==> src/hdl/tsp_subset_dp_solver_unit_macros.svh <==
// Assertion macros for the tour solver unit.
`ifndef TSP_SUBSET_DP_SOLVER_UNIT_MACROS_SVH
`define TSP_SUBSET_DP_SOLVER_UNIT_MACROS_SVH
`ifndef NO_ASSERTIONS
// same-cycle implication
`define TSP_ASSERT_IMPL(label, clk, rst, ante, cons) \
   label: assert property (@(posedge clk) disable iff (rst) (ante) |-> (cons)) \
      else $error("tsp solver assertion failed");
// next-cycle implication
`define TSP_ASSERT_NEXT(label, clk, rst, ante, cons) \
   label: assert property (@(posedge clk) disable iff (rst) (ante) |=> (cons)) \
      else $error("tsp solver assertion failed");
`else
`define TSP_ASSERT_IMPL(label, clk, rst, ante, cons)
`define TSP_ASSERT_NEXT(label, clk, rst, ante, cons)
`endif
`endif

==> src/hdl/tsp_pkg.sv <==
// Shared constants, types and helpers of the tour solver unit.
package tsp_pkg;

   localparam int CITIES_DEF = 8;
   localparam int DIST_W     = 16;
   localparam int OUT_W      = 19;
   localparam int CNT_W      = 4;
   localparam int REQ_DATA_W = 24;
   localparam int RSP_DATA_W = 24;

   localparam logic [CNT_W-1:0] CNT_RESET = 4'd8;
   localparam logic [OUT_W-1:0] OUT_MAX   = 19'h7FFFF;

   localparam logic FUNC_WRITE = 1'b0;
   localparam logic FUNC_SOLVE = 1'b1;

   typedef struct packed {
      logic             start;
      logic             take;
      logic [CNT_W-1:0] n;
   } seq_cmd_type;

   typedef struct packed {
      logic busy;
      logic done;
   } seq_stat_type;

   // bits needed for a path or tour cost over the given number of cities
   function automatic int cost_width(input int cities);
      cost_width = $clog2(cities * ((1 << DIST_W) - 1) + 1);
   endfunction

endpackage

==> src/hdl/tsp_ram.sv <==
// Simple dual-port synchronous RAM, one write and one registered read port.
module tsp_ram
   import tsp_pkg::*;
#(
   parameter int DEPTH = CITIES_DEF * CITIES_DEF,
   parameter int WIDTH = DIST_W,
   localparam int AW = $clog2(DEPTH)
) (
   input  logic             clock,
   input  logic             wr_en,
   input  logic [AW-1:0]    wr_addr,
   input  logic [WIDTH-1:0] wr_data,
   input  logic [AW-1:0]    rd_addr,
   output logic [WIDTH-1:0] rd_data
);

   logic [WIDTH-1:0] mem [DEPTH];

   always_ff @(posedge clock) begin
      if (wr_en) begin
         mem[wr_addr] <= wr_data;
      end
   end

   always_ff @(posedge clock) begin
      rd_data <= mem[rd_addr];
   end

endmodule

==> config.mk <==
export PLATFORM = sky130hd
export DESIGN_NAME = tsp_ram
export DESIGN_NICKNAME = d
export VERILOG_FILES = /design/src/hdl/tsp_subset_dp_solver_unit_macros.svh /design/src/hdl/tsp_pkg.sv /design/src/hdl/tsp_ram.sv
export SDC_FILE = /design/constraint.sdc
export NUM_CORES = 1
export LEC_CHECK = 0
export BUFFER_PORTS_ARGS = -buffer_cell sky130_fd_sc_hd__buf_2
export CELL_PAD_IN_SITES_DETAIL_PLACEMENT = 0
export CELL_PAD_IN_SITES_GLOBAL_PLACEMENT = 1
export CORE_MARGIN = 1.5
export CORE_UTILIZATION = 45
export DETAILED_ROUTE_END_ITERATION = 8
export GPL_TIMING_DRIVEN = 0
export HOLD_SLACK_MARGIN = 0.05
export PLACE_DENSITY = 0.76
export SETUP_SLACK_MARGIN = 0.15
export SYNTH_ARGS = -nofsm -noshare
export SYNTH_HDL_FRONTEND = slang
export SYNTH_SLANG_ARGS = --single-unit
==> constraint.sdc <==
create_clock -name clock -period 5.5 [get_ports clock]
set_input_delay 0.275 -clock clock [delete_from_list [all_inputs] [get_ports clock]]
set_output_delay 0.275 -clock clock [all_outputs]
set_load 0.1 [all_outputs]
; Yosys cells after proc, flatten, opt, wreduce, memory -nomap -nowiden
; Memories as Yosys holds them, arrays and structs flattened. A register that Yosys moved wholly into a read port is not among the register bits.
; Index checks and enable logic that the tools add are counted.
[word_totals]
out_inout_bits = 16
elab_cells = 3
ram_bits = 1024
regBits = 0
inputBits = 30
mem_count = 1
[op_classes]
muxes = 2
[mem_list]
columns = memory, words, width, rd, rd_ports_with_merged_regs, write_ports, line
row1 = mem, 64, 16, 1, 1, 1, tsp_ram.sv:17  ; logic [WIDTH-1:0] mem [DEPTH];
[ops]
columns = cell, n
row1 = two-way mux 1 bit, 2

; Longest topological paths before layout
[depth]
depth_word = 2
mapped_depth = 10
mapped_depth_nobuf = 5

; Worst setup path after synthesis
; Ideal clock, no wire load.
[synth_path]
path_type = input port to flip-flop
from = input port wr_addr[3]
to = memory mem[48][0] (netlist bit), enable pin
n_path_buf = 1
setup_time_ps = 409
arrival_ps = 1901
cell_stages = 4
setup_slack_ps = 3190
cell_sequence = clkbuf_1 nor2b_1 nand4b_1 nor3_1
[synth_lines]
columns = element, line
row1 = from (decl), tsp_ram.sv:11  ; input logic [AW-1:0] wr_addr,
row2 = to (decl), tsp_ram.sv:17
; Straight into the memory's write port.

==> metrics list <==
* Status: finished clean
- Total Wirelength: 99100 microns
* Cts repair resizes: 0
- The first global-routing pass estimated 140000 microns of wire.
* TritonCTS clock tree: yes
- Fill cells in the final layout number 6750.
* Total area of multi-input combinational cells: approximately 0.0084 sq mm
- Clock slew at the register clock pins of the worst setup and hold paths: 60 ps
- In this run, post-CTS hold repair placed 0 buffers.
* Synthesized instance count: between 1500 and 2000
- After synthesis, the cell types taking the most area are edfxtp_1, mux4_2, mux2i_1, dfxtp_1, mux2_2.
- At the later pin of the worst-skew pair, clock insertion delay measures between 600 and 700 ps.
- For this design the static power due to leakage is 14.3 nW.
* Logic pwr share: 6.1%
- For the worst setup path, the data required time is 5980 ps.
* Number of setup buffers added after CTS: 0
* Cell-by-cell listing of the critical path: buf_2, buf_2, buf_2, buf_2, mux2i_1, nand3_1, a31oi_1, a311oi_1
- The smallest clock period supported by the final layout is computed as 2540 ps.
- Vertical extent of the die: 301 microns
* Routed WL per cell: 30.4 microns
- The critical path is of the input port to flop type.
* Hold WS: slightly above 90 ps
- The most used flip-flop cell after synthesis is edfxtp_1.
- Summing all flip-flop and latch instances after layout gives 0.0311 sq mm.
* Net Switching: 0.00356 W
- The internal power of the cells totals roughly 0.013 W.
- Setup Viol. Count Final: 0
- Final weighted congestion in routability-driven placement: 0.913
* Number of violations reported at the end of detailed-routing iteration 0: 2586
- Buffer depth of the longest clock path: 3
* Number of rows created at floorplan: 109
* Max Freq: 0.394 GHz
- Setup repair after global routing left no endpoint under its margin.
- Before antenna repair, the detailed router went through 6 iterations.
* Area added between synthesis and finish: 14.0%
* Max_slew headroom: 3.46%
- Most frequent cell after synthesis: edfxtp_1
- The worst setup path is launched from an input port.
- Yosys mapped a number of flops with a built-in enable equal to slightly above 1000.
* Power Density: ~360 mW/mm^2
* Peak per-stage delay on the critical path: about 550 ps
- Number of nets at the end of the flow: 2039
* Share of flip-flops with an asynchronous set or reset: 0%
- Largest net degree at the start of global routing: 65
* Initial standard-cell utilization of the core: 45.4%
- The worst hold path belongs to the class input port to flop.
* Worst Max-Slew Pin Slew: 1450 ps
- In this run the tool buffered the top-level ports with 38 buffer cells.
* Number of distinct library cell variants in the gate-level netlist after synthesis: 43
- The commonest cells after synthesis are edfxtp_1, mux4_2, mux2i_1.
* Synth top area share: 76.8%
- Averaged over all synthesized cells, the footprint is 21.9 sq um.
- Post-synthesis sequential element count: 1040
* Utilization after layout: 51.7%
- CORE AREA: 0.0882 sq mm
* Aggregate global routing overflow: 0
- The die covers 0.0908 sq mm.
- Number of warnings reported in the yosys synthesis log: 0
- Power consumption: 0.0164 W
- Via count of the routed design: 19600
* Worst path arrival time: 3010 ps
* Crit. End Element: flop
* Dominant cell type by area after synthesis: edfxtp_1
- Clock tree synthesis selected as its root buffer the cell clkbuf_16.
* DIE WIDTH: 301 microns
* Number of nets produced by synthesis: 1859
- Setup tns final: 0 ps
- Prior to clock tree synthesis, the placed netlist has a worst setup slack of roughly 2400 ps.
- Number of antenna violations at the first check in global routing: 9
- The tree built by TritonCTS fans out to 1040 sinks.
- Among the stages of the critical path, the cell type that occurs most often is buf_2.
- Final clock period utilization by the worst path: between 40 and 50%
- Detailed placement finished with a half-perimeter wire length of about 63000 microns.
- H-tree depth: 3
* Number of max-capacitance violations reported: 0
* Synthesized area: 0.0400 sq mm
- In this run, flip-flops and latches consume 53.7% of the power.
- Across all setup checks in the final design, the least slack found is 2960 ps.
- The number of max-slew violations in the final report came to 0.
* Worst path slowest cell: a31oi_1
* Final hold violation count: 0
- For the final database, setup skew stands at about 22 ps.
* Fraction of the yosys area taken by sequential cells: 77.6%
- Post-DRT Antenna Nets: 0
* Peak VDD IR: 0.000286 V
* Switching Fraction: 21.7%
- Global routing used 22.0% of the available tracks.
- Ratio of routed vias to standard cells: 6.03
- Along the worst path, the maximum fanout reaches 10.
- Fraction of layout instances using a drive strength above 1: approximately 29%
- The clock network accounts for 40.1% of the total power.
- DRC errors left: 0
- Count of pins on the block boundary: 46
- Via count of the first global-routing pass: approximately 19000
- Buffers inserted during clock tree synthesis total 100.
-- kinds of logic after synthesis --
| group | share of synthesized area (%) |
|---|---|
| compound gates | 2.41 |
| buf+inv | 1.83 |
| flops | 77.6 |
| mux | 15.5 |
| simple gates | 2.65 |
-- flip-flops by register name (all words and copies together), names as in the netlist --
name,count
mem,1024
rd_data,16
-- through the flow --
step                std cells  cell area [sq um]
global placement         3032              41700
CTS                      3254              45600
global route             3256              45600
detailed placement       3070              42500
finish                   3258              45600
floorplan                1829              40000
-- area by class of cell --
cell class / count / area share, %
tap: 1165 / 3.19
clock inverter: 43 / 0.726
clock buffer: 141 / 6.12
buffer: 104 / 1.61
sequential: 1040 / 68.1
multi-input combinational: 685 / 18.4
antenna: 2 / 0.0110
timing repair buffer: 78 / 1.85
-- per-layer routing --
metal / share of wire (%) / vias to the layer above / GRT usage, %
met5: 0.065 / - / 0
met3: 9.0 / 176 / 4.14
li1: - / 8058 / -
met2: 48 / 1025 / 34.8
met4: 3.4 / 10 / 7.56
met1: 40 / 10400 / 31.0
-- power by group through the flow --
| stage | Clock [W] | Sequential [W] | Combinational (W) |
|---|---|---|---|
| final | 0.00657 | 0.00880 | 0.00100 |
| after global routing | 0.00694 | 0.00880 | 0.00104 |
| after CTS | 0.00664 | 0.00880 | 0.000996 |
| after detailed placement | 0 | 0.00896 | 0.000993 |
| after global placement | 0 | 0.00896 | 0.000966 |
| after floorplan | 0 | 0.00908 | 0.000454 |
-- placed cells by master, fill, tap and decap left out, types with 5 or more instances in the layout --
master,n
a22o_1,6
a41oi_1,5
mux2_2,27
nor2_2,64
clkinv_1,17
nand3_1,24
nand2_1,59
nor2_1,10
buf_4,14
and4_1,5
a221oi_1,16
a311oi_1,8
buf_8,35
mux4_2,220
a211oi_1,8
clkinv_2,15
clkbuf_1,57
nand4_1,12
a21oi_1,17
buf_6,19
a31oi_1,8
clkbuf_16,105
buf_2,73
a211o_1,8
dfxtp_1,16
a22oi_1,39
mux2i_1,85
a221o_1,6
nor2b_1,30
o21ai_0,5
buf_12,7
edfxtp_1,1024
-- worst max-delay path, delay by kind of cell --
| family | cells | cell delay (ps) |
|---|---|---|
| buf+inv | 4 | 1470 |
| mux | 1 | 350 |
| compound gates | 2 | 750 |
| simple gates | 1 | 140 |
-- final timing paths --
path | from | to | slack (ps) | cells past startpoint
worst max-delay path | rd_addr[2] | rd_data[4] | 2960 | 8
worst min-delay path | wr_data[14] | mem[22][14] | 90 | 1
worst max register to register | mem[5][4] | rd_data[4] | 3110 | 5
worst min register to register | mem[62][10] | rd_data[10] | 940 | 5
Power figures use the tool's default switching activity.
