File: src/hdl/tsp_subset_dp_solver_unit_macros.svh
// Assertion macros for the tour solver unit.
`ifndef TSP_SUBSET_DP_SOLVER_UNIT_MACROS_SVH
`define TSP_SUBSET_DP_SOLVER_UNIT_MACROS_SVH
`ifndef NO_ASSERTIONS
// same-cycle implication
`define TSP_ASSERT_IMPL(label, clk, rst, ante, cons) \
   label: assert property (@(posedge clk) disable iff (rst) (ante) |-> (cons)) \
      else $error("tsp solver assertion failed");
// next-cycle implication
`define TSP_ASSERT_NEXT(label, clk, rst, ante, cons) \
   label: assert property (@(posedge clk) disable iff (rst) (ante) |=> (cons)) \
      else $error("tsp solver assertion failed");
`else
`define TSP_ASSERT_IMPL(label, clk, rst, ante, cons)
`define TSP_ASSERT_NEXT(label, clk, rst, ante, cons)
`endif
`endif

File: src/hdl/tsp_pkg.sv
// Shared constants, types and helpers of the tour solver unit.
package tsp_pkg;

   localparam int CITIES_DEF = 8;
   localparam int DIST_W     = 16;
   localparam int OUT_W      = 19;
   localparam int CNT_W      = 4;
   localparam int REQ_DATA_W = 24;
   localparam int RSP_DATA_W = 24;

   localparam logic [CNT_W-1:0] CNT_RESET = 4'd8;
   localparam logic [OUT_W-1:0] OUT_MAX   = 19'h7FFFF;

   localparam logic FUNC_WRITE = 1'b0;
   localparam logic FUNC_SOLVE = 1'b1;

   typedef struct packed {
      logic             start;
      logic             take;
      logic [CNT_W-1:0] n;
   } seq_cmd_type;

   typedef struct packed {
      logic busy;
      logic done;
   } seq_stat_type;

   // bits needed for a path or tour cost over the given number of cities
   function automatic int cost_width(input int cities);
      cost_width = $clog2(cities * ((1 << DIST_W) - 1) + 1);
   endfunction

endpackage

File: src/hdl/tsp_seq.sv
// Subset DP sequencer: walks subsets, end cities and predecessors over the two RAMs.
module tsp_seq
   import tsp_pkg::*;
#(
   parameter int CITIES = CITIES_DEF,
   localparam int SubW   = CITIES - 1,
   localparam int SubW1  = CITIES,
   localparam int CityW  = $clog2(CITIES),
   localparam int DistAw = $clog2(CITIES * CITIES),
   localparam int CostAw = $clog2((1 << (CITIES - 1)) * CITIES),
   localparam int CostW  = cost_width(CITIES)
) (
   input  logic              clock,
   input  logic              reset,
   input  seq_cmd_type       cmd,
   output seq_stat_type      stat,
   output logic [OUT_W-1:0]  result,
   output logic [DistAw-1:0] dist_rd_addr,
   input  logic [DIST_W-1:0] dist_rd_data,
   output logic [CostAw-1:0] cost_rd_addr,
   input  logic [CostW-1:0]  cost_rd_data,
   output logic              cost_wr_en,
   output logic [CostAw-1:0] cost_wr_addr,
   output logic [CostW-1:0]  cost_wr_data
);

   localparam logic [2:0] ST_IDLE  = 3'd0;
   localparam logic [2:0] ST_SEL   = 3'd1;
   localparam logic [2:0] ST_ISSUE = 3'd2;
   localparam logic [2:0] ST_WAIT  = 3'd3;
   localparam logic [2:0] ST_DONE  = 3'd4;

   logic [2:0]       state_ff, state_in;
   logic [SubW-1:0]  s_ff, s_in;
   logic [SubW-1:0]  full_ff, full_in;
   logic [SubW-1:0]  rest_ff, rest_in;
   logic [CityW-1:0] j_ff, j_in;
   logic [CityW-1:0] k_ff, k_in;
   logic [CityW-1:0] tgt_ff, tgt_in;
   logic [CityW-1:0] last_ff, last_in;
   logic             fin_ff, fin_in;
   logic             base_ff, base_in;
   logic             pv_ff, pv_in;
   logic             pbase_ff, pbase_in;
   logic [CostW-1:0] best_ff, best_in;
   logic             have_ff, have_in;
   logic [OUT_W-1:0] result_ff, result_in;

   logic [SubW-1:0]  j_bit, k_bit, rest_sel;
   logic             has_j, k_in_rest;
   logic [CostW-1:0] cand, best_nx;
   logic             have_nx;
   logic [CNT_W-1:0] n_clamp;
   logic [31:0]      best_wide;
   logic [SubW-1:0]  s_adv;
   logic [CityW-1:0] j_adv;
   logic             fin_adv;

   always_comb begin
      j_bit     = SubW'(1) << (j_ff - 1'b1);
      k_bit     = SubW'(1) << (k_ff - 1'b1);
      has_j     = |(s_ff & j_bit);
      rest_sel  = s_ff & ~j_bit;
      k_in_rest = |(rest_ff & k_bit);

      // compare stage: data of the read issued in the previous cycle
      cand    = pbase_ff ? CostW'(dist_rd_data) : cost_rd_data + CostW'(dist_rd_data);
      best_nx = best_ff;
      have_nx = have_ff;
      if (pv_ff && (!have_ff || cand < best_ff)) begin
         best_nx = cand;
         have_nx = 1'b1;
      end
      best_wide = 32'(best_nx);

      if (cmd.n < CNT_W'(2)) begin
         n_clamp = CNT_W'(2);
      end else if (32'(cmd.n) > CITIES) begin
         n_clamp = CNT_W'(CITIES);
      end else begin
         n_clamp = cmd.n;
      end

      // next end city, next subset, or the closing pass
      s_adv   = s_ff;
      j_adv   = j_ff + 1'b1;
      fin_adv = fin_ff;
      if (j_ff == last_ff) begin
         j_adv = CityW'(1);
         if (s_ff == full_ff) begin
            fin_adv = 1'b1;
         end else begin
            s_adv = s_ff + 1'b1;
         end
      end
   end

   always_comb begin
      state_in  = state_ff;
      s_in      = s_ff;
      full_in   = full_ff;
      rest_in   = rest_ff;
      j_in      = j_ff;
      k_in      = k_ff;
      tgt_in    = tgt_ff;
      last_in   = last_ff;
      fin_in    = fin_ff;
      base_in   = base_ff;
      pv_in     = 1'b0;
      pbase_in  = base_ff;
      best_in   = best_nx;
      have_in   = have_nx;
      result_in = result_ff;
      unique case (state_ff)
         ST_IDLE: begin
            if (cmd.start) begin
               last_in  = CityW'(n_clamp - 1'b1);
               full_in  = SubW'((SubW1'(1) << (n_clamp - 1'b1)) - 1'b1);
               s_in     = SubW'(1);
               j_in     = CityW'(1);
               fin_in   = 1'b0;
               state_in = ST_SEL;
            end
         end
         ST_SEL: begin
            have_in = 1'b0;
            if (fin_ff) begin
               // closing pass: full set back to the start city
               rest_in  = full_ff;
               tgt_in   = '0;
               base_in  = 1'b0;
               k_in     = CityW'(1);
               state_in = ST_ISSUE;
            end else if (!has_j) begin
               s_in   = s_adv;
               j_in   = j_adv;
               fin_in = fin_adv;
            end else begin
               rest_in = rest_sel;
               tgt_in  = j_ff;
               if (rest_sel == '0) begin
                  base_in = 1'b1;
                  k_in    = '0;
               end else begin
                  base_in = 1'b0;
                  k_in    = CityW'(1);
               end
               state_in = ST_ISSUE;
            end
         end
         ST_ISSUE: begin
            pv_in    = base_ff | k_in_rest;
            pbase_in = base_ff;
            if (base_ff || k_ff == last_ff) begin
               state_in = ST_WAIT;
            end else begin
               k_in = k_ff + 1'b1;
            end
         end
         ST_WAIT: begin
            if (fin_ff) begin
               result_in = (best_wide > 32'(OUT_MAX)) ? OUT_MAX : best_wide[OUT_W-1:0];
               state_in  = ST_DONE;
            end else begin
               s_in     = s_adv;
               j_in     = j_adv;
               fin_in   = fin_adv;
               state_in = ST_SEL;
            end
         end
         ST_DONE: begin
            if (cmd.take) begin
               state_in = ST_IDLE;
            end
         end
         default: begin
            state_in = ST_IDLE;
         end
      endcase
   end

   always_ff @(posedge clock) begin
      if (reset) begin
         state_ff <= ST_IDLE;
         pv_ff    <= 1'b0;
      end else begin
         state_ff <= state_in;
         pv_ff    <= pv_in;
      end
   end

   always_ff @(posedge clock) begin
      s_ff      <= s_in;
      full_ff   <= full_in;
      rest_ff   <= rest_in;
      j_ff      <= j_in;
      k_ff      <= k_in;
      tgt_ff    <= tgt_in;
      last_ff   <= last_in;
      fin_ff    <= fin_in;
      base_ff   <= base_in;
      pbase_ff  <= pbase_in;
      best_ff   <= best_in;
      have_ff   <= have_in;
      result_ff <= result_in;
   end

   assign dist_rd_addr = DistAw'(32'(k_ff) * CITIES + 32'(tgt_ff));
   assign cost_rd_addr = CostAw'(32'(rest_ff) * CITIES + 32'(k_ff));
   assign cost_wr_en   = (state_ff == ST_WAIT) && !fin_ff;
   assign cost_wr_addr = CostAw'(32'(s_ff) * CITIES + 32'(tgt_ff));
   assign cost_wr_data = best_nx;

   assign stat.busy = state_ff != ST_IDLE;
   assign stat.done = state_ff == ST_DONE;
   assign result    = result_ff;

endmodule
File: config.mk
export PLATFORM = sky130hd
export DESIGN_NAME = tsp_seq
export DESIGN_NICKNAME = d
export VERILOG_FILES = /design/src/hdl/tsp_subset_dp_solver_unit_macros.svh /design/src/hdl/tsp_pkg.sv /design/src/hdl/tsp_seq.sv
export SDC_FILE = /design/constraint.sdc
export NUM_CORES = 1
export LEC_CHECK = 0
export BUFFER_PORTS_ARGS = -buffer_cell sky130_fd_sc_hd__clkbuf_2
export CAP_MARGIN = 20
export CORE_MARGIN = 2
export CORE_UTILIZATION = 60
export CTS_CLUSTER_DIAMETER = 200
export CTS_CLUSTER_SIZE = 30
export DETAILED_ROUTE_END_ITERATION = 8
export PLACE_DENSITY = 0.86
export SYNTH_ARGS = -nofsm -noshare
export SYNTH_HDL_FRONTEND = slang
export SYNTH_SLANG_ARGS = --single-unit
File: constraint.sdc
create_clock -name clock -period 12.23 [get_ports clock]
set_clock_uncertainty 0.05 [all_clocks]
set_input_delay 2.446 -clock clock [delete_from_list [all_inputs] [get_ports clock]]
set_output_delay 2.446 -clock clock [all_outputs]
set_load 0.1 [all_outputs]
# Word level (Yosys, flattened, before mapping)
# Cells that the tools add are included.
# W data, S select, Z words.
# classes
shifts,3
eq_ne,15
addsub,11
n_bitwise,6
order_cmp,4
muxes,40
n_reduce_logical,22
# op_table
cell,count
$mux W7,8
$mux W3,14
$mux W19,2
$and A7 B7 Y7,3
$pmux W7 S3,1
$add A10 B3 Y10,2
$add A19 B16 Y19,1
$gt A19 B19 Y1 const B,1
$lt A19 B19 Y1,1
$pmux W3 S5,1
$ne A2 B2 Y1 const B,7
$reduce_or A7 Y1,2
$shl A1 B3 Y7 const A,2
$mux W1,9
$pmux W3 S3,1
$mux W4,2
$reduce_and A2 Y1,4
$add A7 B1 Y7 const B,1
$eq A7 B7 Y1,1
$logic_not A7 Y1,1
$not A7 Y7,1
$shl A1 B4 Y7 const A,1
$sub A7 B1 Y7 const B,1
$add A3 B1 Y3 const B,2
other kinds (24),32
# totals
elab_cells,116
input_bits,43
register_bits,79
out_inout_bits,67

# Logic depth before layout (Yosys ltp)
# depth
ltp_word,9
depth_mapped,16
ltp_nobuf,14

# Worst setup path before layout
# No wires, ideal clock.
# synth_path
path_kind,input -> output
from,input dist_rd_data[0]
to,output cost_wr_data[15]
path_slack_ns,1.862
path_buffers,1
arrival_time_ns,7.872
stages,15
required_time_ns,9.734
path_cell_list,ha_1 -> fa_1 -> a21o_1 -> a221oi_2 -> o21ai_2 -> a21oi_1 -> mux2_2 -> ha_1 -> a21o_1 -> a21o_1 -> a21oi_1 -> o221ai_1 -> or2_1 -> clkbuf_1 -> o31ai_1
# synth_between
elab_chain_cells,6
# synth_lines
element,line,text
start: declaration,tsp_seq.sv:19,"input logic [DIST_W-1:0] dist_rd_data,"
$add A19 B16 Y19,tsp_seq.sv:67,cand = pbase_ff ? CostW'(dist_rd_data) : cost_rd_data + CostW'(dist_rd_data);
$mux W19 *,tsp_seq.sv:67,
$lt A19 B19 Y1,tsp_seq.sv:70,if (pv_ff && (!have_ff || cand < best_ff)) begin
$logic_or A1 B1 Y1,tsp_seq.sv:70,
$logic_and A1 B1 Y1,tsp_seq.sv:70,
$mux W19 *,tsp_seq.sv:70,
end: declaration,tsp_seq.sv:24,output logic [CostW-1:0] cost_wr_data
# Every way passes the cells marked *; elsewhere a longest branch is shown, timed or not.

# Worst setup path in the final report
# layout_path
from,input dist_rd_data[0]
to,output cost_wr_data[3]
# Same word-level chain as after synthesis.

==> metrics.md <==
| Metric | Value |
|---|---|
| Status | finished, final reports clean |
| Tot GR Track Use | ~27% |
| First-pass GRT wire length | 21230 um |
| Post-CTS Setup Inserts | 0 |
| Clk root buf | clkbuf_8 |
| Share of layout cells above drive strength 1 | a little over a fifth |
| CTS tree | yes |
| Setup Viol. Count Final | 0 |
| Slew margin rel. | 27.93% |
| DR top layer | met4 |
| Core ar. | 8763 sq um |
| Detailed placement HPWL | just over 10000 um |
| Syn nets | 653 |
| Post-synthesis cell count | 556 |
| Detail Route Antenna Nets | 0 |
| CP Class | in2out |
| Primary FF master, synth | edfxtp_1 |
| RSZ-0062 raised after global routing | false |
| Setup Total Neg Slack | 0 ns |
| Fillers | 650 |
| Die H | around 100 um |
| Pins Over Slew Limit | 0 |
| Netlist cell types | 67 |
| Post-synthesis sequential area ratio | 38.87% |
| Post-synth EDFFs | 54 |
| Buffers on Ports | 109 |
| Tightest Hold Check Type | reg2reg |
| Nets | 750 |
| Final hold violations | 0 |
| Wl on met1 | approximately 5600 um |
| CTS hold repair buffers | 0 |
| Avg WL per Cell | roughly 17 um |
| Critical Path RT | 9.73 ns |
| PostCTS Resize Cnt | 0 |
| First-pass iteration count of the detailed router | 5 |
| Period Utilization, post-route | 77.12% |
| Die width | 99.39 um |
| Num CTS Buffers | 9 |
| Main area contributors after synthesis | edfxtp_1 30%, ha_1 12%, dfxtp_1 9.2% |
| CTS H-tree lvls | 3 |
| Max-cap viol count | 0 |
| YS warnings | 0 |
| Drt initial violations | 244 |
| Site Rows | 34 |
| Fmax | 106.0 MHz |
| Post-route DRC | 0 |
| Synthesized area per cell | 9.818 sq um |
| Worst skew pair latency | 0.36 ns |
| Number of global-route vias before repair | 4490 |
| Worst-margin pin slew | 1.081 ns |
| Routed WL | 13370 um |
| Routed wl met2 | 6576 um |
| Antenna Cells | 0 |
| Io pins | 110 |
| Setup crit start kind | primary input |
| DR vias/cell | between 5 and 6 |
| Routed vias | around 4500 |
| Worst-case clock buffer depth | 2 |
| Tmin final | 9.431 ns |
| Synth top area share | between 20% and 30% |
| Final Util | 71.26% |
| Gr ovfl total | 0 |
| Pin count of the biggest net entering global routing | 33 |
| Met3 wire len | 781 um |
| FFs w/ async S/R, synth | 0% |
| Final hold slack | ~0.40 ns |
| Cell area after synthesis | 5459 sq um |
| Final GP Congestion | 0.9356 |
| Worst-path maximum fanout | 30 |
| Worst-path clk slew | approximately 0.090 ns |
| Layout area overhead | 14.39% |
| Yosys top cell by area | edfxtp_1 |
| Initial core utilization | 62.29% |
| Initial antenna violation count | 0 |
| Die area | 9877 sq um |
| Worst path arrival time | 6.94 ns |
| Register bit total from synthesis | 79 |
| Clock tree sinks | 79 |
| Critical path endpoint category | output pin |
## cell usage after synthesis, types with 11 or more instances
library cell and count:
nand2_1 55, edfxtp_1 54, ha_1 53, inv_1 39, nor2_1 38, mux2_1 33, a21oi_1 32, dfxtp_1 25
xnor2_1 22, o21ai_1 17, clkbuf_1 15, nor3_1 11
## area by class of cell
class / instances / area (sq um) / area share [%]
clock buffer: 9 / 123.9 / 1.984
clock inverter: 7 / 108.9 / 1.743
inverter: 41 / 155.1 / 2.484
multi-input combinational: 410 / 3032 / 48.55
sequential: 79 / 2122 / 33.98
tap: 108 / 135.1 / 2.164
timing repair buffer: 112 / 568.0 / 9.096
## sequential cells by signal, summed over array words and instances (netlist names)
| name | count |
|---|---|
| result | 19 |
| j_ff | 3 |
| base_ff | 1 |
| fin_ff | 1 |
| have_ff | 1 |
| rest_ff | 7 |
| s_ff | 7 |
| pv_ff | 1 |
| state_ff | 3 |
| last_ff | 3 |
| k_ff | 3 |
| pbase_ff | 1 |
| tgt_ff | 3 |
| best_ff | 19 |
| full_ff | 7 |
## critical path, cell delays in order
cell      delay, ns
clkbuf_2       0.09
ha_1           0.22
fa_1           0.41
a21o_1         0.20
a221oi_2       0.35
o21ai_2        0.21
o2111a_1       0.29
nor3_2         0.28
ha_1           0.30
and4_1         0.23
a221oi_1       0.29
o221ai_1       0.29
nor2_2         0.14
buf_4          0.39
mux2_1         0.39
clkbuf_2       0.38
## logic make-up (layout without fill, tap and decap cells)
group	after synthesis	in the layout	synth area share, %
AO/OA/AOI/OAI	124	124	15.38
XOR/XNOR	31	31	5.111
adder cells (fa/ha/maj)	54	54	12.51
buffers and inverters	67	169	5.592
flip-flops	79	79	38.87
multiplexers	41	41	8.366
AND/OR/NAND/NOR	160	160	14.16
## metrics by stage
step	area (sq um)	std cells	setup WS, ns
after CTS	6245	766	2.788
after detailed placement	6012	750	2.806
after global routing	6245	766	2.536
after floorplan	5459	556	1.862
after global placement	6012	750	2.945
final	6245	766	2.799
## cells in the final DEF, fill, tap and decap left out, types with 10 or more instances in the layout
cell / count
nor3_1: 11
edfxtp_1: 54
xnor2_1: 22
nor2_1: 38
nand4_1: 10
a21oi_1: 32
a21o_1: 10
o21ai_1: 17
clkbuf_2: 109
nand2_1: 55
inv_1: 39
ha_1: 53
dfxtp_1: 25
mux2_1: 33
## metal layers
layer,GRT usage [%],vias to the layer above
li1,-,2194
met1,33.88,2127
met2,46.78,185
met3,5.060,34
met4,10.22,0
met5,0,-
## worst paths after layout
check / start / depth (start not counted) / slack, ns / to
worst max-delay path: dist_rd_data[0] / 16 / 2.80 / cost_wr_data[3]
worst min-delay path: base_ff$_SDFFCE_PP0P_ / 0 / 0.40 / pbase_ff$_DFF_P_
worst min register to register: base_ff$_SDFFCE_PP0P_ / 0 / 0.40 / pbase_ff$_DFF_P_
worst max register to register: pbase_ff$_DFF_P_ / 14 / 8.60 / result[18]$_SDFFCE_PN1P_
Power is left out: the tool's default activity adds up to more than one toggle a clock period on the data nets, which glitch-free logic cannot reach.
